`src/rtl/fisd_pkg.sv`:
```
// Package for the flux interval stream decoder: widths, byte codes, parse phases
// and the result record shared by the parser, result queue and top level.
// No dependencies.
package fisd_pkg;

    localparam int COUNT_BITS_DEFAULT = 20;
    localparam int MAX_WIDTH          = 20;
    localparam int TICK_WIDTH         = 27;
    localparam int OUT_COUNT_WIDTH    = 20;
    localparam int PREFIX_WIDTH       = 3;
    localparam int LOW_FIELDS_WIDTH   = 20;

    localparam logic [MAX_WIDTH-1:0] MAX_INTERVALS_RESET = 20'hFFFFF;

    // Lead byte codes
    localparam logic [7:0] BYTE_STREAM_END = 8'd0;
    localparam logic [7:0] BYTE_DIRECT_MAX = 8'd249;
    localparam logic [7:0] BYTE_PAIR_MIN   = 8'd250;
    localparam logic [7:0] BYTE_PAIR_MAX   = 8'd254;
    localparam logic [7:0] OPCODE_SPACE    = 8'd2;

    localparam logic [TICK_WIDTH-1:0] PAIR_BASE = 27'd249;

    localparam int FIFO_DEPTH = 4;

    typedef enum logic [6:0] {
        PH_IDLE   = 7'b0000001,
        PH_PAIR   = 7'b0000010,
        PH_OPCODE = 7'b0000100,
        PH_SPACE0 = 7'b0001000,
        PH_SPACE1 = 7'b0010000,
        PH_SPACE2 = 7'b0100000,
        PH_SPACE3 = 7'b1000000
    } phase_t;

    typedef struct packed {
        logic [TICK_WIDTH-1:0]      interval_ticks;
        logic                       stream_end;
        logic [OUT_COUNT_WIDTH-1:0] interval_count;
    } result_t;

    // Results produced by one byte, in order: res0 first, res1 second
    typedef struct packed {
        logic    push0;
        logic    push1;
        result_t res0;
        result_t res1;
    } push_t;

endpackage

```
`src/rtl/fisd_stream_if.sv`:
```
// Valid/ready channel interfaces for the flux interval stream decoder:
// raw byte input channel and decoded result output channel.
// No dependencies.
interface fisd_in_if;
    logic       valid;
    logic       ready;
    logic [7:0] data_byte;
    logic       last_byte;

    modport source (output valid, output data_byte, output last_byte, input ready);
    modport sink (input valid, input data_byte, input last_byte, output ready);
endinterface

interface fisd_out_if;
    logic        valid;
    logic        ready;
    logic [26:0] interval_ticks;
    logic        stream_end;
    logic [19:0] interval_count;

    modport source (output valid, output interval_ticks, output stream_end,
                    output interval_count, input ready);
    modport sink (input valid, input interval_ticks, input stream_end,
                  input interval_count, output ready);
endinterface

```
`src/rtl/flux_interval_stream_decoder.sv`:
```
// Flux interval stream decoder: one raw flux byte per input transaction, one
// decoded interval or end-of-stream record per output transaction.
// Top level; uses fisd_pkg, fisd_stream_if, fisd_parser and fisd_result_fifo.
//
// A byte is decoded in the cycle it is accepted and its results are visible on
// the output channel from the next cycle. The block takes one byte per cycle;
// the rate is set by the four-entry result queue, which accepts a byte only
// while two entries are free. Most bytes give zero or one result, so with a
// consumer that takes one result per cycle the queue drains as fast as it
// fills. A byte that yields an interval and an end record together leaves one
// extra entry behind; once three entries are waiting the input stalls while an
// entry drains, so a run of such bytes is taken at a lower rate. Bytes that
// give no result let the queue catch up. max_intervals is written through
// cfg_wr_en/cfg_wr_data and should only change while no bytes are in flight.
module flux_interval_stream_decoder #(
    parameter int COUNT_BITS = fisd_pkg::COUNT_BITS_DEFAULT
) (
    input  logic                           clk,
    input  logic                           rst_n,
    fisd_in_if.sink                        in_stream,
    fisd_out_if.source                     out_stream,
    input  logic                           cfg_wr_en,
    input  logic [fisd_pkg::MAX_WIDTH-1:0] cfg_wr_data
);

    fisd_pkg::push_t push;
    logic            room;
    logic            in_fire;

    assign in_stream.ready = room;
    assign in_fire         = in_stream.valid && room;

    fisd_parser #(
        .COUNT_BITS (COUNT_BITS)
    ) u_parser (
        .clk         (clk),
        .rst_n       (rst_n),
        .in_fire     (in_fire),
        .data_byte   (in_stream.data_byte),
        .last_byte   (in_stream.last_byte),
        .cfg_wr_en   (cfg_wr_en),
        .cfg_wr_data (cfg_wr_data),
        .push        (push)
    );

    fisd_result_fifo u_result_fifo (
        .clk        (clk),
        .rst_n      (rst_n),
        .push       (push),
        .room       (room),
        .out_stream (out_stream)
    );

endmodule

```
`src/rtl/fisd_parser.sv`:
```
// Byte parser of the flux interval stream decoder: parse state, interval counter,
// limit register and the decode of one byte into up to two results. Uses fisd_pkg.
module fisd_parser #(
    parameter int COUNT_BITS = fisd_pkg::COUNT_BITS_DEFAULT
) (
    input  logic                           clk,
    input  logic                           rst_n,
    input  logic                           in_fire,
    input  logic [7:0]                     data_byte,
    input  logic                           last_byte,
    input  logic                           cfg_wr_en,
    input  logic [fisd_pkg::MAX_WIDTH-1:0] cfg_wr_data,
    output fisd_pkg::push_t                push
);

    localparam int CMP_WIDTH = (COUNT_BITS > fisd_pkg::MAX_WIDTH) ? COUNT_BITS
                                                                  : fisd_pkg::MAX_WIDTH;
    localparam logic [COUNT_BITS-1:0] COUNT_CAP = {COUNT_BITS{1'b1}};

    fisd_pkg::phase_t                           phase_reg, phase_next;
    logic [fisd_pkg::PREFIX_WIDTH-1:0]          pair_reg, pair_next;
    logic [fisd_pkg::LOW_FIELDS_WIDTH-1:0]      acc_reg, acc_next;
    logic [COUNT_BITS-1:0]                      cnt_reg, cnt_next;
    logic                                       fin_reg, fin_next;
    logic [fisd_pkg::MAX_WIDTH-1:0]             max_reg;

    logic [COUNT_BITS-1:0]                      cnt_inc;
    logic [COUNT_BITS-1:0]                      cnt_out;
    logic [CMP_WIDTH-1:0]                       max_wide;
    logic                                       limit_now;
    logic                                       limit_inc;
    logic [6:0]                                 field;
    logic [7:0]                                 prefix_full;
    logic [fisd_pkg::TICK_WIDTH-1:0]            pair_ticks;
    logic [fisd_pkg::TICK_WIDTH-1:0]            ticks;
    logic                                       emit;
    logic                                       end_dec;
    logic                                       end_any;
    logic [fisd_pkg::OUT_COUNT_WIDTH-1:0]       count_field;
    fisd_pkg::result_t                          iv_res;
    fisd_pkg::result_t                          end_res;

    assign cnt_inc   = cnt_reg + 1'b1;
    assign max_wide  = CMP_WIDTH'(max_reg);
    assign limit_now = (CMP_WIDTH'(cnt_reg) >= max_wide) || (cnt_reg == COUNT_CAP);
    assign limit_inc = (CMP_WIDTH'(cnt_inc) >= max_wide) || (cnt_inc == COUNT_CAP);
    assign field     = data_byte[7:1];
    assign prefix_full = data_byte - fisd_pkg::BYTE_PAIR_MIN;

    // 249 + prefix * 255 + second byte
    assign pair_ticks = fisd_pkg::PAIR_BASE
                      + fisd_pkg::TICK_WIDTH'(data_byte)
                      + (fisd_pkg::TICK_WIDTH'(pair_reg) << 8)
                      - fisd_pkg::TICK_WIDTH'(pair_reg);

    always_comb
    begin
        phase_next = phase_reg;
        pair_next  = pair_reg;
        acc_next   = acc_reg;
        cnt_next   = cnt_reg;
        fin_next   = fin_reg;
        emit       = 1'b0;
        end_dec    = 1'b0;
        ticks      = '0;

        if (in_fire && !fin_reg)
        begin
            case (phase_reg)
                fisd_pkg::PH_IDLE:
                begin
                    if (limit_now || data_byte == fisd_pkg::BYTE_STREAM_END)
                    begin
                        end_dec = 1'b1;
                    end
                    else if (data_byte <= fisd_pkg::BYTE_DIRECT_MAX)
                    begin
                        emit  = 1'b1;
                        ticks = fisd_pkg::TICK_WIDTH'(data_byte);
                    end
                    else if (data_byte <= fisd_pkg::BYTE_PAIR_MAX)
                    begin
                        pair_next  = prefix_full[fisd_pkg::PREFIX_WIDTH-1:0];
                        phase_next = fisd_pkg::PH_PAIR;
                    end
                    else
                    begin
                        phase_next = fisd_pkg::PH_OPCODE;
                    end
                end
                fisd_pkg::PH_PAIR:
                begin
                    emit  = 1'b1;
                    ticks = pair_ticks;
                end
                fisd_pkg::PH_OPCODE:
                begin
                    // skip every opcode but the long space
                    phase_next = (data_byte == fisd_pkg::OPCODE_SPACE) ? fisd_pkg::PH_SPACE0
                                                                      : fisd_pkg::PH_IDLE;
                end
                fisd_pkg::PH_SPACE0:
                begin
                    acc_next   = fisd_pkg::LOW_FIELDS_WIDTH'(field[5:0]);
                    phase_next = fisd_pkg::PH_SPACE1;
                end
                fisd_pkg::PH_SPACE1:
                begin
                    acc_next[12:6] = field;
                    phase_next     = fisd_pkg::PH_SPACE2;
                end
                fisd_pkg::PH_SPACE2:
                begin
                    acc_next[19:13] = field;
                    phase_next      = fisd_pkg::PH_SPACE3;
                end
                fisd_pkg::PH_SPACE3:
                begin
                    emit  = 1'b1;
                    ticks = {field, acc_reg};
                end
                default:
                begin
                    phase_next = fisd_pkg::PH_IDLE;
                end
            endcase

            if (emit)
            begin
                cnt_next   = cnt_inc;
                phase_next = fisd_pkg::PH_IDLE;
                end_dec    = limit_inc;
            end
            if (end_dec)
            begin
                fin_next   = 1'b1;
                phase_next = fisd_pkg::PH_IDLE;
            end
        end

        end_any = end_dec || (in_fire && last_byte && !fin_reg);

        // end of buffer: drop any partial sequence and start a new stream
        if (in_fire && last_byte)
        begin
            phase_next = fisd_pkg::PH_IDLE;
            pair_next  = '0;
            acc_next   = '0;
            cnt_next   = '0;
            fin_next   = 1'b0;
        end
    end

    assign cnt_out     = emit ? cnt_inc : cnt_reg;
    assign count_field = fisd_pkg::OUT_COUNT_WIDTH'(CMP_WIDTH'(cnt_out));

    assign iv_res.interval_ticks  = ticks;
    assign iv_res.stream_end      = 1'b0;
    assign iv_res.interval_count  = count_field;
    assign end_res.interval_ticks = '0;
    assign end_res.stream_end     = 1'b1;
    assign end_res.interval_count = count_field;

    assign push.push0 = emit || end_any;
    assign push.push1 = emit && end_any;
    assign push.res0  = emit ? iv_res : end_res;
    assign push.res1  = end_res;

    always_ff @(posedge clk or negedge rst_n)
    begin
        if (!rst_n)
        begin
            phase_reg <= fisd_pkg::PH_IDLE;
            pair_reg  <= '0;
            acc_reg   <= '0;
            cnt_reg   <= '0;
            fin_reg   <= 1'b0;
            max_reg   <= fisd_pkg::MAX_INTERVALS_RESET;
        end
        else
        begin
            phase_reg <= phase_next;
            pair_reg  <= pair_next;
            acc_reg   <= acc_next;
            cnt_reg   <= cnt_next;
            fin_reg   <= fin_next;
            if (cfg_wr_en)
            begin
                max_reg <= cfg_wr_data;
            end
        end
    end

`ifndef SYNTHESIS
    assert property (@(posedge clk) disable iff (!rst_n)
        fin_reg |-> phase_reg == fisd_pkg::PH_IDLE)
        else $error("finished stream left parser outside idle");

    assert property (@(posedge clk) disable iff (!rst_n)
        in_fire && last_byte |=> cnt_reg == '0 && !fin_reg)
        else $error("last byte did not restart the stream");

    assert property (@(posedge clk) disable iff (!rst_n)
        push.push1 |-> push.push0 && push.res1.stream_end && !push.res0.stream_end)
        else $error("second result is not an end following an interval");
`endif

endmodule

```
`src/rtl/fisd_result_fifo.sv`:
```
// Result queue of the flux interval stream decoder: takes up to two results a
// cycle from the parser and hands them out one transaction at a time. Uses fisd_pkg.
module fisd_result_fifo (
    input  logic              clk,
    input  logic              rst_n,
    input  fisd_pkg::push_t   push,
    output logic              room,
    fisd_out_if.source        out_stream
);

    localparam int PTR_BITS = $clog2(fisd_pkg::FIFO_DEPTH);
    localparam int CNT_BITS = $clog2(fisd_pkg::FIFO_DEPTH + 1);

    fisd_pkg::result_t     mem_reg [fisd_pkg::FIFO_DEPTH];
    logic [PTR_BITS-1:0]   wr_ptr_reg, wr_ptr_next;
    logic [PTR_BITS-1:0]   rd_ptr_reg, rd_ptr_next;
    logic [CNT_BITS-1:0]   count_reg, count_next;
    logic [PTR_BITS-1:0]   wr_ptr_p1;
    logic                  pop;
    fisd_pkg::result_t     head;

    assign wr_ptr_p1 = wr_ptr_reg + 1'b1;
    assign pop       = out_stream.valid && out_stream.ready;

    // accept a byte only while two entries are free
    assign room = (count_reg <= CNT_BITS'(fisd_pkg::FIFO_DEPTH - 2));

    assign wr_ptr_next = wr_ptr_reg + PTR_BITS'(push.push0) + PTR_BITS'(push.push1);
    assign rd_ptr_next = rd_ptr_reg + PTR_BITS'(pop);
    assign count_next  = count_reg + CNT_BITS'(push.push0) + CNT_BITS'(push.push1)
                       - CNT_BITS'(pop);

    always_ff @(posedge clk)
    begin
        if (push.push0)
        begin
            mem_reg[wr_ptr_reg] <= push.res0;
        end
        if (push.push1)
        begin
            mem_reg[wr_ptr_p1] <= push.res1;
        end
    end

    always_ff @(posedge clk or negedge rst_n)
    begin
        if (!rst_n)
        begin
            wr_ptr_reg <= '0;
            rd_ptr_reg <= '0;
            count_reg  <= '0;
        end
        else
        begin
            wr_ptr_reg <= wr_ptr_next;
            rd_ptr_reg <= rd_ptr_next;
            count_reg  <= count_next;
        end
    end

    assign head = mem_reg[rd_ptr_reg];

    assign out_stream.valid          = (count_reg != '0);
    assign out_stream.interval_ticks = head.interval_ticks;
    assign out_stream.stream_end     = head.stream_end;
    assign out_stream.interval_count = head.interval_count;

`ifndef SYNTHESIS
    assert property (@(posedge clk) disable iff (!rst_n)
        count_reg <= CNT_BITS'(fisd_pkg::FIFO_DEPTH))
        else $error("result queue overflow");

    assert property (@(posedge clk) disable iff (!rst_n)
        (push.push0 || push.push1) && !pop |=> count_reg > $past(count_reg))
        else $error("pushed result lost in queue");
`endif

endmodule

```
`src/flat_wrapper.sv`:
```
// flat-port wrapper written by rule: the top's interface ports become plain ports
module flux_interval_stream_decoder_flat 
#(
    parameter int COUNT_BITS = fisd_pkg::COUNT_BITS_DEFAULT
)
  (clk, rst_n, cfg_wr_en, cfg_wr_data, in_stream_valid, in_stream_data_byte, in_stream_last_byte, in_stream_ready, out_stream_valid, out_stream_interval_ticks, out_stream_stream_end, out_stream_interval_count, out_stream_ready);
  fisd_in_if in_stream_i ();
  fisd_out_if out_stream_i ();
  input  logic clk;
  input  logic rst_n;
  input  logic cfg_wr_en;
  input  logic [fisd_pkg::MAX_WIDTH-1:0] cfg_wr_data;
  input wire logic [$bits(in_stream_i.valid)-1:0] in_stream_valid;
  input wire logic [$bits(in_stream_i.data_byte)-1:0] in_stream_data_byte;
  input wire logic [$bits(in_stream_i.last_byte)-1:0] in_stream_last_byte;
  output wire logic [$bits(in_stream_i.ready)-1:0] in_stream_ready;
  output wire logic [$bits(out_stream_i.valid)-1:0] out_stream_valid;
  output wire logic [$bits(out_stream_i.interval_ticks)-1:0] out_stream_interval_ticks;
  output wire logic [$bits(out_stream_i.stream_end)-1:0] out_stream_stream_end;
  output wire logic [$bits(out_stream_i.interval_count)-1:0] out_stream_interval_count;
  input wire logic [$bits(out_stream_i.ready)-1:0] out_stream_ready;
  assign in_stream_i.valid = in_stream_valid;
  assign in_stream_i.data_byte = in_stream_data_byte;
  assign in_stream_i.last_byte = in_stream_last_byte;
  assign in_stream_ready = in_stream_i.ready;
  assign out_stream_valid = out_stream_i.valid;
  assign out_stream_interval_ticks = out_stream_i.interval_ticks;
  assign out_stream_stream_end = out_stream_i.stream_end;
  assign out_stream_interval_count = out_stream_i.interval_count;
  assign out_stream_i.ready = out_stream_ready;
  flux_interval_stream_decoder #(.COUNT_BITS(COUNT_BITS)) u_core (.clk(clk), .rst_n(rst_n), .in_stream(in_stream_i), .out_stream(out_stream_i), .cfg_wr_en(cfg_wr_en), .cfg_wr_data(cfg_wr_data));
endmodule
```
`config.mk`:
```
export PLATFORM = sky130hd
export DESIGN_NAME = flux_interval_stream_decoder_flat
export DESIGN_NICKNAME = d
export VERILOG_FILES = /design/src/rtl/fisd_pkg.sv /design/src/rtl/fisd_stream_if.sv /design/src/rtl/flux_interval_stream_decoder.sv /design/src/rtl/fisd_parser.sv /design/src/rtl/fisd_result_fifo.sv /design/src/flat_wrapper.sv
export SDC_FILE = /design/constraint.sdc
export NUM_CORES = 1
export LEC_CHECK = 0
export BUFFER_PORTS_ARGS = -buffer_cell sky130_fd_sc_hd__buf_2
export CAP_MARGIN = 20
export CORE_ASPECT_RATIO = 0.9
export CORE_MARGIN = 1.5
export CORE_UTILIZATION = 36
export CTS_CLUSTER_SIZE = 20
export DETAILED_ROUTE_END_ITERATION = 10
export GPL_ROUTABILITY_DRIVEN = 0
export PLACE_DENSITY = 0.53
export RECOVER_POWER = 25
export SLEW_MARGIN = 20
export SYNTH_ARGS = -nofsm -noshare
export SYNTH_HDL_FRONTEND = slang
export SYNTH_HIERARCHICAL = 1
export SYNTH_SLANG_ARGS = --single-unit
```
`constraint.sdc`:
```
create_clock -name clk -period 21.3 [get_ports clk]
set_input_delay 2.13 -clock clk [delete_from_list [all_inputs] [get_ports clk]]
set_output_delay 2.13 -clock clk [all_outputs]
set_load 0.03 [all_outputs]
```
==> out/metrics.yaml <==
clock_network:
  tritoncts: "built"
  worst_skew_pair.late_latency_ns: 0.57
  clk_pin_slew_ns: 0.06
  cts_htree_levels: 1
  clockBufferDepth: 3
  post_cts_hold_buffer_count: 0
  cts_num_sinks: 270
  cts.repair.resized: 0
  post-cts-setup-buffer-count: 0
  clk_root_buffer_cell: "sky130_fd_sc_hd__clkbuf_16"
  cts_buffers: 31
sta:
  timing_hold_violations_final: 0
  finalCritPeriodShare_pct: 38.5
  max_freq_mhz: 122
  number_of_max_slew_violations_in_the_final_report: 130
  maxSlewHeadroom_pct: -68.3
  finalClockSkew_ns: 0.0208
  setup_repair_after_global_routing_missed_its_margin: "no"
  timing.final.setup_violations: 0
  fin_setup_tns_ns: 0
  tightest_slew_ns: 2.53
  period_needed_ns: 8.21
finish:
  drive_gt1_share_pct: 30.3
  fill_cells: 3981
  largest_reg_flops: 192
  nNetsFinal: 1288
  insertedDiodeCount: 0
  final_cell_mix: "sky130_fd_sc_hd__edfxtp_1, sky130_fd_sc_hd__mux2_2, sky130_fd_sc_hd__nand2_1"
  multi_input_comb_area_mm2: 0.00682
  design_area_mm2: 0.0169
  area.sequential_mm2: 0.00774
  layout_commonest_cell: "sky130_fd_sc_hd__edfxtp_1"
  area.growth.synth_to_final_pct: 10.7
die:
  floorplan.core_area_mm2: 0.0418
  fp.dieW_um: 220
  initial_utilization_pct: 36.5
  die_y_um: 198
  die-area_mm2: 0.0436
  boundaryPins: 84
  row_count: 71
critical_path:
  crit_path_end_kind: "register"
  critPathMaxFanout: 37
  timing.setup.critical_path_class: "in2reg"
  critPathLaunchType: "input port"
  critPathArrivalTime_ns: 8.52
  required_ns: 21.61
global_routing:
  grt_max_degree: 50
  grt_pass1_wl_um: 58600
  global_route.usage.met3_pct: 2.35
  groute.layer.met1.usage_pct: 25.4
  most_utilized_layer_in_the_global_route_result: "met2"
  gr-usage-met2_pct: 28.7
  global_route.overflow_total: 0
  number_of_antenna_violations_at_the_first_check_in_global_routing: 0
  grt_util_all_layers_pct: 17.8
  number_of_global_route_vias_before_repair: 9419
routing:
  drtPass1Iterations: 5
  postRouteWirelength_um: 38100
  via_count: 9249
  ant_nets: 0
  detail_route.iter0.violations: 733
  detail_route.wl_per_cell_um: 21.6
  route.detailed.drc: 0
  routed_via_density: 5.24
place:
  io_buffers: 83
  hpwlAfterDp_um: 25000
  detailed_place.area_mm2: 0.0160
logic_synthesis:
  synth_area_per_cell_um2: 13.3
  yosysSeqAreaShare_pct: 50.7
  synth_top_cell_area_share_pct: 37.8
  asyncSetResetFlopFracSynth_pct: 28.9
  postSynthRegisterBits: 270
  netlist_area_mm2: 0.0153
  synth-edff-count: 192
  synthFlopType: "sky130_fd_sc_hd__edfxtp_1"
  synthDominantAreaCellType: "sky130_fd_sc_hd__edfxtp_1"
  synth_cell_type_count: 69
  ys.warnings.count: 6
  synth_top_cells_by_area: "sky130_fd_sc_hd__edfxtp_1, sky130_fd_sc_hd__mux2_2, sky130_fd_sc_hd__dfrtp_1"
  post_synth_inst_count: 1145
pwr:
  pwr_density_cell_mw_per_mm2: 112
  worst_vdd_ir_v: 0.0000657
  p_leak_nw: 6.78
hold_path:
  hp-class: "reg2reg"
status:
  run_status: "finished, violations left"
  failing_checks: "max-capacitance violations, max-slew violations"
run:
  cap_viol_max_count: 4
cell families (layout without fill, tap and decap cells):
kind of cell / count (synthesis) / in the layout / share of synthesized area, %
DFF: 270 / 270 / 50.7
and+or+nand+nor: 217 / 217 / 7.45
xor gates and xnor gates: 45 / 45 / 2.58
adders and majority gates: 61 / 61 / 5.20
muxes: 245 / 245 / 21.6
AOI/OAI and AO/OA: 159 / 159 / 7.00
other: 2 / 28 / 0.0492
buffers and inverters: 146 / 192 / 5.40
Yosys cell counts, types with 6 or more instances:
library cell / count
sky130_fd_sc_hd__xnor2_1: 31
sky130_fd_sc_hd__dfrtp_1: 57
sky130_fd_sc_hd__and3_1: 11
sky130_fd_sc_hd__nand3_1: 9
sky130_fd_sc_hd__o211ai_1: 6
sky130_fd_sc_hd__ha_1: 57
sky130_fd_sc_hd__nand2_1: 72
sky130_fd_sc_hd__nand4_1: 12
sky130_fd_sc_hd__buf_4: 53
sky130_fd_sc_hd__nor2b_1: 7
sky130_fd_sc_hd__inv_1: 35
sky130_fd_sc_hd__a21oi_1: 44
sky130_fd_sc_hd__o21ai_0: 32
sky130_fd_sc_hd__nor2_1: 43
sky130_fd_sc_hd__clkbuf_1: 17
sky130_fd_sc_hd__a22oi_1: 8
sky130_fd_sc_hd__mux2_2: 149
sky130_fd_sc_hd__mux2_1: 44
sky130_fd_sc_hd__nor3_1: 12
sky130_fd_sc_hd__dfstp_2: 21
sky130_fd_sc_hd__a22o_1: 20
sky130_fd_sc_hd__and2_1: 22
sky130_fd_sc_hd__a21o_1: 10
sky130_fd_sc_hd__edfxtp_1: 192
sky130_fd_sc_hd__buf_2: 30
sky130_fd_sc_hd__o211ai_2: 7
sky130_fd_sc_hd__mux4_2: 48
sky130_fd_sc_hd__xor2_1: 14
layer usage:
layer | wire [um] | share of wire, %
met3 | 1520 | 4.0
met4 | 652 | 1.7
met5 | 0 | 0
met1 | 18200 | 48
met2 | 17800 | 47
where the power goes:
group          total (mW)  internal [mW]  switching, mW
logic               0.660          0.237          0.423
clock network       0.514          0.297          0.217
registers           0.724          0.671         0.0525
total                1.90           1.21          0.692
worst paths after layout:
path | startpoint | end | slack [ns] | cells past startpoint
worst max-delay path | in_stream_data_byte[4] | u_core/u_result_fifo/mem_reg[1][11]$_DFFE_PP_ | 13.10 | 14
worst min-delay path | u_core/u_parser/acc_reg[8]$_DFFE_PN0P_ | u_core/u_parser/acc_reg[8]$_DFFE_PN0P_ | 0.50 | 1
worst max register to register | u_core/u_parser/max_reg[2]$_DFFE_PN1P_ | u_core/u_result_fifo/mem_reg[1][11]$_DFFE_PP_ | 13.81 | 15
worst min register to register | u_core/u_parser/acc_reg[8]$_DFFE_PN0P_ | u_core/u_parser/acc_reg[8]$_DFFE_PN0P_ | 0.50 | 1
max in group asynchronous | rst_n | u_core/u_result_fifo/rd_ptr_reg[1]$_DFF_PN0_ | 15.77 | 2
min in group asynchronous | rst_n | u_core/u_parser/cnt_reg[5]$_DFFE_PN0P_ | 2.16 | 1
layout make-up:
class,instances,share of cell area [%]
Inverter,35,0.778
Timing Repair Buffer,100,3.16
Multi-Input combinational cell,755,40.4
Sequential cell,270,45.8
Clock buffer,39,4.89
Clock inverter,18,0.874
Tap cell,547,4.05
critical path, cell delays in order:
cell and delay [ns]:
sky130_fd_sc_hd__clkbuf_1 0.41, sky130_fd_sc_hd__nor2_1 0.14, sky130_fd_sc_hd__nand3_1 0.16, sky130_fd_sc_hd__o21a_1 0.14, sky130_fd_sc_hd__nand3_2 0.10, sky130_fd_sc_hd__nor4b_1 1.41, sky130_fd_sc_hd__clkbuf_1 0.87, sky130_fd_sc_hd__o21ai_2 0.06
sky130_fd_sc_hd__clkbuf_1 0.69, sky130_fd_sc_hd__inv_1 0.20, sky130_fd_sc_hd__o31a_1 0.40, sky130_fd_sc_hd__nor3b_4 0.74, sky130_fd_sc_hd__buf_4 0.62, sky130_fd_sc_hd__mux2_2 0.41
through the flow:
stage,hold WS [ns],setup WS (ns),util (%),std cells,total power [mW]
global placement,0.484,14.67,38.1,1705,1.40
finish,0.502,13.10,40.4,1764,1.90
global route,0.514,12.56,40.4,1764,2.00
detailed placement,0.487,14.58,38.1,1706,1.41
floorplan,0.466,13.37,-,1171,1.21
CTS,0.503,15.18,40.4,1763,1.93
No activity file was read; power rests on OpenSTA's default activity.
